`config.mk`:
```
export PLATFORM = sky130hd
export DESIGN_NAME = lna_cfg_regs
export DESIGN_NICKNAME = d
export VERILOG_FILES = /design/src/design/lna_pkg.sv /design/src/design/lna_cfg_regs.sv
export SDC_FILE = /design/constraint.sdc
export NUM_CORES = 1
export LEC_CHECK = 0
export BUFFER_PORTS_ARGS = -buffer_cell sky130_fd_sc_hd__buf_2
export CORE_ASPECT_RATIO = 0.6
export CORE_UTILIZATION = 36
export CTS_CLUSTER_SIZE = 28
export DETAILED_ROUTE_END_ITERATION = 16
export HOLD_SLACK_MARGIN = 0.03
export PLACE_DENSITY = 0.63
export SLEW_MARGIN = 15
export SYNTH_ARGS = -nofsm -noshare
export SYNTH_HDL_FRONTEND = slang
export SYNTH_SLANG_ARGS = --single-unit
```
`constraint.sdc`:
```
create_clock -name clk -period 1.05 [get_ports clk]
set_clock_uncertainty 0.2 [all_clocks]
set_input_delay 0 -clock clk [delete_from_list [all_inputs] [get_ports clk]]
set_output_delay 0 -clock clk [all_outputs]
set_load 0.005 [all_outputs]
```
`src/design/lna_pkg.sv`:
```
// ----------------------------------------------------------------------------
// lna_pkg
// Shared types and constants of the leaky integrate-and-fire neuron array.
// ----------------------------------------------------------------------------
package lna_pkg;

  localparam int NEURONS_DEF = 1024;
  localparam int PADDR_W     = 5;

  // Register reset values.
  localparam logic [10:0]        RST_ACTIVE    = 11'd1000;
  localparam logic signed [15:0] RST_INIT_POT  = -16'sd17920;
  localparam logic signed [15:0] RST_THRESHOLD = -16'sd14080;
  localparam logic signed [15:0] RST_RESET_POT = -16'sd20480;
  localparam logic signed [15:0] RST_CURRENT   = 16'sd5120;
  localparam logic [15:0]        RST_LEAK      = 16'd62259;
  localparam logic signed [15:0] RST_TARGET    = 16'sd0;
  localparam logic [4:0]         RST_REFR      = 5'd20;

  typedef enum logic [1:0] {
    OP_STIM  = 2'd0,
    OP_TICK  = 2'd1,
    OP_CLEAR = 2'd2
  } op_t;

  typedef enum logic [2:0] {
    REG_ACTIVE    = 3'd0,
    REG_INIT_POT  = 3'd1,
    REG_THRESHOLD = 3'd2,
    REG_RESET_POT = 3'd3,
    REG_CURRENT   = 3'd4,
    REG_LEAK      = 3'd5,
    REG_TARGET    = 3'd6,
    REG_REFR      = 3'd7
  } reg_idx_t;

  typedef enum logic [2:0] {
    ST_SWEEP,
    ST_IDLE,
    ST_ISSUE,
    ST_DRAIN,
    ST_FINISH
  } state_t;

  typedef struct packed {
    logic [10:0]        active;
    logic signed [15:0] init_pot;
    logic signed [15:0] threshold;
    logic signed [15:0] reset_pot;
    logic signed [15:0] current;
    logic [15:0]        leak;
    logic signed [15:0] target;
    logic [4:0]         refr;
  } cfg_t;

  typedef struct packed {
    logic signed [15:0] pot;
    logic [4:0]         refr;
  } entry_t;

endpackage

```
`src/design/lna_cfg_regs.sv`:
```
// ----------------------------------------------------------------------------
// lna_cfg_regs
// Configuration register file behind the APB-style port.
// ----------------------------------------------------------------------------
module lna_cfg_regs (
  input  logic                        clk,
  input  logic                        rst_n,
  input  logic                        psel,
  input  logic                        penable,
  input  logic                        pwrite,
  input  logic [lna_pkg::PADDR_W-1:0] paddr,
  input  logic [31:0]                 pwdata,
  output logic [31:0]                 prdata,
  output logic                        pready,
  output lna_pkg::cfg_t               cfg
);

  lna_pkg::cfg_t    cfg_r;
  lna_pkg::reg_idx_t idx;
  logic             wr_en;

  assign idx    = lna_pkg::reg_idx_t'(paddr[4:2]);
  assign wr_en  = psel & penable & pwrite;
  assign pready = 1'b1;
  assign cfg    = cfg_r;

  always_ff @(posedge clk) begin
    if (!rst_n) begin
      cfg_r.active    <= lna_pkg::RST_ACTIVE;
      cfg_r.init_pot  <= lna_pkg::RST_INIT_POT;
      cfg_r.threshold <= lna_pkg::RST_THRESHOLD;
      cfg_r.reset_pot <= lna_pkg::RST_RESET_POT;
      cfg_r.current   <= lna_pkg::RST_CURRENT;
      cfg_r.leak      <= lna_pkg::RST_LEAK;
      cfg_r.target    <= lna_pkg::RST_TARGET;
      cfg_r.refr      <= lna_pkg::RST_REFR;
    end else if (wr_en) begin
      unique case (idx)
        lna_pkg::REG_ACTIVE:    cfg_r.active    <= pwdata[10:0];
        lna_pkg::REG_INIT_POT:  cfg_r.init_pot  <= pwdata[15:0];
        lna_pkg::REG_THRESHOLD: cfg_r.threshold <= pwdata[15:0];
        lna_pkg::REG_RESET_POT: cfg_r.reset_pot <= pwdata[15:0];
        lna_pkg::REG_CURRENT:   cfg_r.current   <= pwdata[15:0];
        lna_pkg::REG_LEAK:      cfg_r.leak      <= pwdata[15:0];
        lna_pkg::REG_TARGET:    cfg_r.target    <= pwdata[15:0];
        lna_pkg::REG_REFR:      cfg_r.refr      <= pwdata[4:0];
        default: ;
      endcase
    end
  end

  always_comb begin
    unique case (idx)
      lna_pkg::REG_ACTIVE:    prdata = {21'd0, cfg_r.active};
      lna_pkg::REG_INIT_POT:  prdata = {16'd0, cfg_r.init_pot};
      lna_pkg::REG_THRESHOLD: prdata = {16'd0, cfg_r.threshold};
      lna_pkg::REG_RESET_POT: prdata = {16'd0, cfg_r.reset_pot};
      lna_pkg::REG_CURRENT:   prdata = {16'd0, cfg_r.current};
      lna_pkg::REG_LEAK:      prdata = {16'd0, cfg_r.leak};
      lna_pkg::REG_TARGET:    prdata = {16'd0, cfg_r.target};
      lna_pkg::REG_REFR:      prdata = {27'd0, cfg_r.refr};
      default:                prdata = 32'd0;
    endcase
  end

endmodule

```
# Word level (Yosys, flattened, before mapping)
# Cells that the tools add are included.
# classes
reduce_logical	9
eq_ne	7
bitwise_logic	2
mux	1
# ops
op	count
$pmux W32 S8	1
$reduce_and A2 Y1	8
$eq A3 B3 Y1 const B	4
$eq A3 B2 Y1 const B	2
$eq A3 B1 Y1 const B	1
$logic_not A3 Y1	1
$and A1 B1 Y1	2
# totals
regBits	112

# Logic depth before layout (Yosys ltp)
# Gate-level depths: netlist (run 1).
# logic_depth
word_depth	3
ltp_mapped	6
depth_no_buf	3

# Worst setup path before layout (run 1)
# OpenSTA, ideal clock, no wires.
# synth_timing
kind	input-to-reg
startpoint	input port paddr[4] (netlist bit)
endpoint	register cfg_r (netlist bit cfg[86])
t_arrival_ns	0.885
cell_stages	5
path_buffers	3
setup_time_ns	0.072
t_required_ns	0.778
path_slack_ns	-0.107
cell_sequence	buf_2 -> buf_4 -> nor3_2 -> buf_4 -> mux2i_1
# synth_via
elab_chain_cells	2
# synth_lines
element	line_no	text
start: declaration	lna_cfg_regs.sv:11	input logic [lna_pkg::PADDR_W-1:0] paddr,
$eq A3 B1 Y1	lna_cfg_regs.sv:38	unique case (idx)
$reduce_and A2 Y1 (no line)	--	
end: declaration	lna_cfg_regs.sv:18	lna_pkg::cfg_t cfg_r;
# No other way between the ends.
# A chain may end at the register's enable or synchronous reset.

# Worst setup path after layout (run 1)
# layout_timing
startpoint	register cfg_r (netlist bit cfg[94])
endpoint	output port prdata[9]
# layout_via
elab_chain_cells	1
# layout_lines
element	line_no	text
$pmux W32 S8	lna_cfg_regs.sv:53	unique case (idx)
end: declaration	lna_cfg_regs.sv:13	output logic [31:0] prdata,
# No other way between the ends. The select of a mux whose other input is x is not followed.

==> metrics.txt, run 1 <==
FF-to-FF setup slack 0 ns; CTS Buf Count 9; htree depth 3; layout cells sized above 1 56.7%; Synth Register Bits 112; final WL roughly 23000 µm; wire length per cell 20.4 µm; Post-synth EDFFs 0; IO buf count ~150; Max Cap Viol 0; XOR/XNOR Fraction of Synth Area 0%; Hold Fails Final Rpt between 50 and 60; worst vdd rail ir drop 717 µV; GRT Residual Overflow 0; count of different cell masters after synthesis 49; Setup crit end prdata[9]; CORE AREA 14500 µm²; post-DR vias/cell 5.35; R2R Path End cfg[94]; clk root buf clkbuf_16; Clock Path Buffers 2; fin crit period between 1.5 and 2 ns; Setup crit start cfg[94]; clk sink count ~110; Die X 160 µm; largest family of logic cells by synthesized area multiplexers; Synth-to-Final Area Change 77.1%; DR vias ~5900; sequential fraction of the synthesis area 41.8%; total track usage 28.6%; final cell count without fillers roughly 1100; global-route wire length before repair 33300 µm; TritonCTS clock tree yes; drt first pass iters 5; Req. time, crit path ~0.85 ns; setup ws final -0.685 ns; WP data arrival around 1.5 ns; CP startpoint kind flip-flop; # DRC 0; Pleak 4.15 nW; post-placement cell count 1059; Hold Crit Class in -> reg; Crit Path Category reg -> out; ys async rst share 0%; Pwr Total 9.27 mW; Starting DRT DRC Count 530; Diodes inserted 0; Worst Setup End Kind output port; Avg Inst Size Synth 9.20 µm²; hpwl dp between 15000 and 20000 µm; largest net degree at the start of global routing 30; Max FO, Critical Path 2; RSZ-0062 raised after global routing yes; vias in the first global route 5743; R2R depth 4; Largest register FFs about 110; fin. max-slew vios 0; power per standard cell area 976 nW/µm²; Synth Cell Area 5370 µm²; Initial Utilization 37.0%; Total Nets Final 951; commonest register cell after synthesis dfxtp_1; Warnings, synthesis 0; failing checks negative hold slack, negative setup slack; DP Area 7610 µm²; status complete, but fails checks; Core Rows 34; Clk Latency, worst-skew pair 0.35 ns; Max Fclk 576 MHz; Die Ht just under 100 µm; Hold WS -0.125 ns; Synth Area in Adders 0%; Worst-path clk slew about 0.08 ns; Post-Synth Simple-Gate Area 16.7%; Detail Route Antenna Nets 0; final setup vio count 108; Post-CTS Hold Buffers 16; Ports about 190; DIE AREA 15400 µm²; compound-gate portion of the synthesized area roughly 13%; worst reg2reg path startpoint cfg[94]; Cells after Synth 583; fin crit share 165%; mux cell area share after synthesis 19.5%; gp weighted congestion 0.902; antenna violations before repair 0; post-route design area roughly 9500 µm²
cell type report:
type	count	area, µm²
Multi-Input combinational cell	401	2870
Clock inverter	6	66.3
Timing Repair Buffer	364	3610
Fill cell	1093	5000
Tap cell	198	248
Inverter	21	78.8
Sequential cell	112	2390
Clock buffer	10	239
metal layers:
layer	up-vias	share of wire, %	track usage [%]	wire [µm]
li1	2680	-	-	-
met1	2931	45	40.0	10300
met3	31	8.5	5.89	1930
met2	304	45	44.7	10200
met5	-	0	0	0
met4	0	1.3	7.53	297
critical path: stages (launching register included):
cell	delay [ns]
dfxtp_2	0.34
or3b_4	0.38
o221ai_2	0.07
o22a_1	0.24
buf_2	0.15
timing repair:
| action | CTS | global route |
|---|---|---|
| setup endpoints to repair | 158 | 156 |
| cloned | 1 | 0 |
| gates resized for setup | 292 | 74 |
| endpoints found under the hold margin | 112 | 54 |
| pin swaps | 10 | 8 |
| buffers inserted | 20 | 43 |
kinds of logic (layout without fill, tap and decap cells):
| group | after synthesis | after routing |
|---|---|---|
| mux | 104 | 104 |
| simple gates | 184 | 184 |
| compound gates | 96 | 96 |
| other cells | 2 | 17 |
| flops | 112 | 112 |
| buf+inv | 85 | 401 |
cells in the mapped netlist (2+ instances only):
master | number | area share, %
a21oi_1 | 8 | 0.75
a221o_1 | 2 | 0.37
a221oi_1 | 6 | 0.98
a22o_1 | 4 | 0.65
a2bb2oi_1 | 5 | 0.82
a31oi_1 | 5 | 0.58
a32oi_1 | 2 | 0.33
and3b_1 | 3 | 0.49
buf_1 | 4 | 0.28
buf_2 | 17 | 1.6
buf_4 | 22 | 3.1
buf_6 | 7 | 1.5
clkbuf_1 | 14 | 0.98
conb_1 | 2 | 0.14
dfxtp_1 | 112 | 42
inv_1 | 21 | 1.5
mux2_2 | 5 | 1.0
mux2i_1 | 99 | 18
nand2_1 | 107 | 7.5
nand2b_1 | 8 | 0.93
nand3_1 | 31 | 2.9
nand3b_1 | 2 | 0.28
nor2_1 | 4 | 0.28
nor2_2 | 4 | 0.47
nor2_4 | 2 | 0.42
nor2b_1 | 9 | 1.0
nor3_2 | 2 | 0.37
nor3b_1 | 2 | 0.28
o211ai_1 | 12 | 1.7
o21ai_0 | 21 | 2.0
o221ai_1 | 3 | 0.49
o22a_1 | 4 | 0.65
o22ai_1 | 7 | 0.82
o311ai_0 | 6 | 0.98
o32a_1 | 4 | 0.75
o32ai_1 | 4 | 0.65
cells in the final DEF (no fill, tap or decap), types with 12 or more instances in the layout:
cell           count
mux2i_1           98
buf_4             86
o211ai_1          12
dfxtp_2          109
conb_1            17
nand2_1          103
nand3_1           31
dlygate4sd3_1     16
buf_12            17
buf_2             49
buf_6            195
o21ai_0           18
inv_1             21
metrics by stage:
stage | utilization [%] | setup slack [ns] | TNS [ns]
global route | 65.5 | -0.684 | -16.30
finish | 65.5 | -0.685 | -13.30
CTS | 63.5 | -0.603 | -13.01
global placement | 52.5 | -0.447 | -40.68
floorplan | - | -0.0872 | -1.84
detailed placement | 52.5 | -0.446 | -43.08
power breakdown:
group	internal (mW)	switching, mW
Clock	1.93	1.68
Combinational	0.646	0.700
Sequential	4.28	0.0316
Total	6.86	2.42
how the worst min path moves through the flow:
stage | startpoint | end | slack, ns | cells after the start
after floorplan | pwdata[0] | cfg[21] | -0.05 | 2
after global placement | pwdata[1] | cfg[22] | 0.06 | 3
after detailed placement | pwdata[1] | cfg[22] | 0.07 | 3
after CTS | rst_n | cfg[66] | -0.14 | 3
after global routing | rst_n | cfg[84] | -0.13 | 3
final | rst_n | cfg[84] | -0.12 | 3
No activity file was read; power rests on OpenSTA's default activity.
==> run 2, diff against run 1 <==
PLACE_DENSITY = 0.61   (was 0.63)
clock period = 2 ns   (was 1.05 ns; I/O delays follow)
==> run 2 against run 1 <==
Net effect: first-iteration DRC count shrank 12%; global-route usage is 4.6 points lower; critical path type is now in -> reg; the run ends with negative hold slack left; non-clock buffer count down 160; highest routed layer unchanged; largest cell class is now multi-input gates.
==> metrics.txt, run 2 (synthesized netlist as in run 1, its figures left out) <==
status complete, but fails checks (unchanged); failing checks negative hold slack (was negative hold slack, negative setup slack); Diodes inserted 0 (unchanged); Ports 187 (unchanged); drt first pass iters 5 (unchanged); Total Nets Final 791 (was 951); RSZ-0062 raised after global routing no (was yes); Setup TNS Final 0 ns (was -13.30 ns); antenna violations before repair 0 (unchanged); Core Rows 34 (unchanged); Largest register FFs 112 (unchanged); Die Ht 96.6 µm (unchanged); Die X 160 µm (unchanged); Int Pwr 3.62 mW (was 6.86 mW); wire length per cell 19.3 µm (was 20.4 µm); commonest non-fill, non-tap cells in the layout buf_2, dfxtp_1, nand2_1, mux2i_1, nand3_1 (was buf_6, dfxtp_2, nand2_1, mux2i_1, buf_4); Starting DRT DRC Count 464 (was 530); clk sink count 112 (unchanged); setup ws final 0.113 ns (was -0.685 ns); CP startpoint kind input pin (was flip-flop); delay-heaviest family, CP buffers and inverters (was simple AND/OR/NAND/NOR gates); CORE AREA 14500 µm² (unchanged); worst path cell trace dlygate4sd3_1 > buf_2 > nand4_1 > buf_4 > o21ai_0 > nand3_1 > dlygate4sd3_1 (was or3b_4 > o221ai_2 > o22a_1 > buf_2); DIE AREA 15400 µm² (unchanged); Max Fclk 530 MHz; worst slew pin tran 0.786 ns; fin crit share 94.3%; share of total power in combinational logic 10.3% (was 14.5%); Max FO, Critical Path 22 (was 2); CTS Buf Count 9 (unchanged); post-DR vias/cell 5.40 (was 5.35); fin. max-slew vios 0 (unchanged); IO buf count 151 (unchanged); final WL 18400 µm (was 22600 µm); worst reg2reg path startpoint cfg[47] (was cfg[94]); power per standard cell area 692 nW/µm² (was 976 nW/µm²); Clk Latency, worst-skew pair 0.34 ns (was 0.35 ns); post-route design area 6860 µm² (was 9500 µm²); commonest non-fill, non-tap cell in the layout buf_2 (was buf_6); Setup crit start pwrite (was cfg[94]); Clock Path Buffers 2 (unchanged); Worst-path clk slew 0.07 ns (was 0.08 ns); Largest stage delay, worst path 0.59 ns (was 0.38 ns); total track usage 24.0% (was 28.6%); clk root buf clkbuf_16 (unchanged); GRT Residual Overflow 0 (unchanged); Worst Path Buf+Inv 4 (was 1); power share of the clock group 41.9% (was 39.0%); pre-CTS setup slack 0.212 ns (was -0.446 ns); Hold Fails Final Rpt 1 (was 51); final setup vio count 0 (was 108); TritonCTS clock tree yes (unchanged); switching pwr 1.13 mW (was 2.42 mW); critical path's most frequent cell dlygate4sd3_1; hpwl dp 13400 µm (was 15400 µm); hold_sp psel (was rst_n); Initial Utilization 37.0% (unchanged); largest net degree at the start of global routing 46 (was 30); global-route wire length before repair 27900 µm (was 33300 µm); DR vias 5142 (was 5946); Synth-to-Final Area Change 27.8% (was 77.1%); final cell count without fillers 952 (was 1112); gp weighted congestion 0.877 (was 0.902); WP data arrival 1.92 ns (was 1.54 ns); Detail Route Antenna Nets 0 (unchanged); # DRC 0 (unchanged); Max Cap Viol 0 (unchanged); DP Area 6290 µm² (was 7610 µm²); worst vdd rail ir drop 424 µV (was 717 µV); slowest CP cell dlygate4sd3_1 (was or3b_4); Hold Crit Class in -> reg (unchanged); layout cells sized above 1 28.4% (was 56.7%); post-placement cell count 913 (was 1059); Hold WS -0.000398 ns (was -0.125 ns); Worst Setup End Kind flip-flop (was output port); Sequential Power Share 47.8% (was 46.5%); sw frac 23.8% (was 26.0%); htree depth 3 (unchanged); Pleak 2.98 nW (was 4.15 nW); Crit Path Category in -> reg (was reg -> out); Slew HR 47.5%; vias in the first global route 4764 (was 5743); fin crit period 1.89 ns; Req. time, crit path 2.03 ns (was 0.85 ns)
==> run 2: changes by cell type in the layout (fill, tap and decap cells not counted), moves of 6 or more <==
| cell | before | now |
|---|---|---|
| a221oi_2 | 6 | 0 |
| dlygate4sd3_1 | 16 | 22 |
| buf_12 | 17 | 3 |
| buf_4 | 86 | 28 |
| dfxtp_1 | 0 | 112 |
| dfxtp_2 | 109 | 0 |
| a221oi_1 | 0 | 6 |
| buf_6 | 195 | 0 |
| buf_2 | 49 | 150 |
==> run 2: path summary, 6_finish.rpt <==
path	endpoint	slack [ns]	cells past startpoint
max	cfg[21]	0.11	7
min	cfg[49]	-0.0004	3
max reg2reg	cfg[47]	0.58	3
min reg2reg	cfg[7]	0.28	2
==> run 2: timing repair <==
action	in CTS	in global routing
hold buffers	24	0
hold endpoints to repair	112	0
gates resized for setup	0	1
setup buffers	0	0
setup endpoints to repair	0	5
==> run 2: metrics by stage <==
stage / util [%] / hold WS, ns / total power, mW
2_1_floorplan: - / -0.0522 / 2.61
3_3_place_gp: 43.4 / 0.0819 / 2.76
3_5_place_dp: 43.4 / 0.0791 / 2.77
4_1_cts: 47.3 / 0.0810 / 4.76
5_1_grt: 47.3 / 0.0528 / 4.90
6_report: 47.3 / -0.000398 / 4.74
==> run 2: layer usage <==
metal  wire [µm]  vias up  GRT usage [%]
li1            -     2358              -
met1        9000     2505           35.6
met2        7560      269           34.8
met3        1700       10           5.93
met4         116        0           4.41
met5           0        -              0
==> run 2: area by class of cell <==
cell class	instances	area [µm²]
Fill cell	1405	7650
Multi-Input combinational cell	401	2700
Sequential cell	112	2240
Timing Repair Buffer	204	1250
Clock buffer	12	256
Tap cell	198	248
Inverter	21	78.8
Clock inverter	4	76.3
==> run 2: worst min-delay path, delay by kind of cell <==
kind,cells,cell delay (ns)
buf+inv,1,0.13
compound gates,1,0.13
simple gates,1,0.22
==> run 2: power groups by stage <==
stage,combinational [mW],clock (mW),sequential [mW]
after floorplan,0.295,0,2.31
after global placement,0.446,0,2.32
after detailed placement,0.451,0,2.32
after CTS,0.486,2.01,2.27
after global routing,0.532,2.10,2.27
final,0.491,1.99,2.27
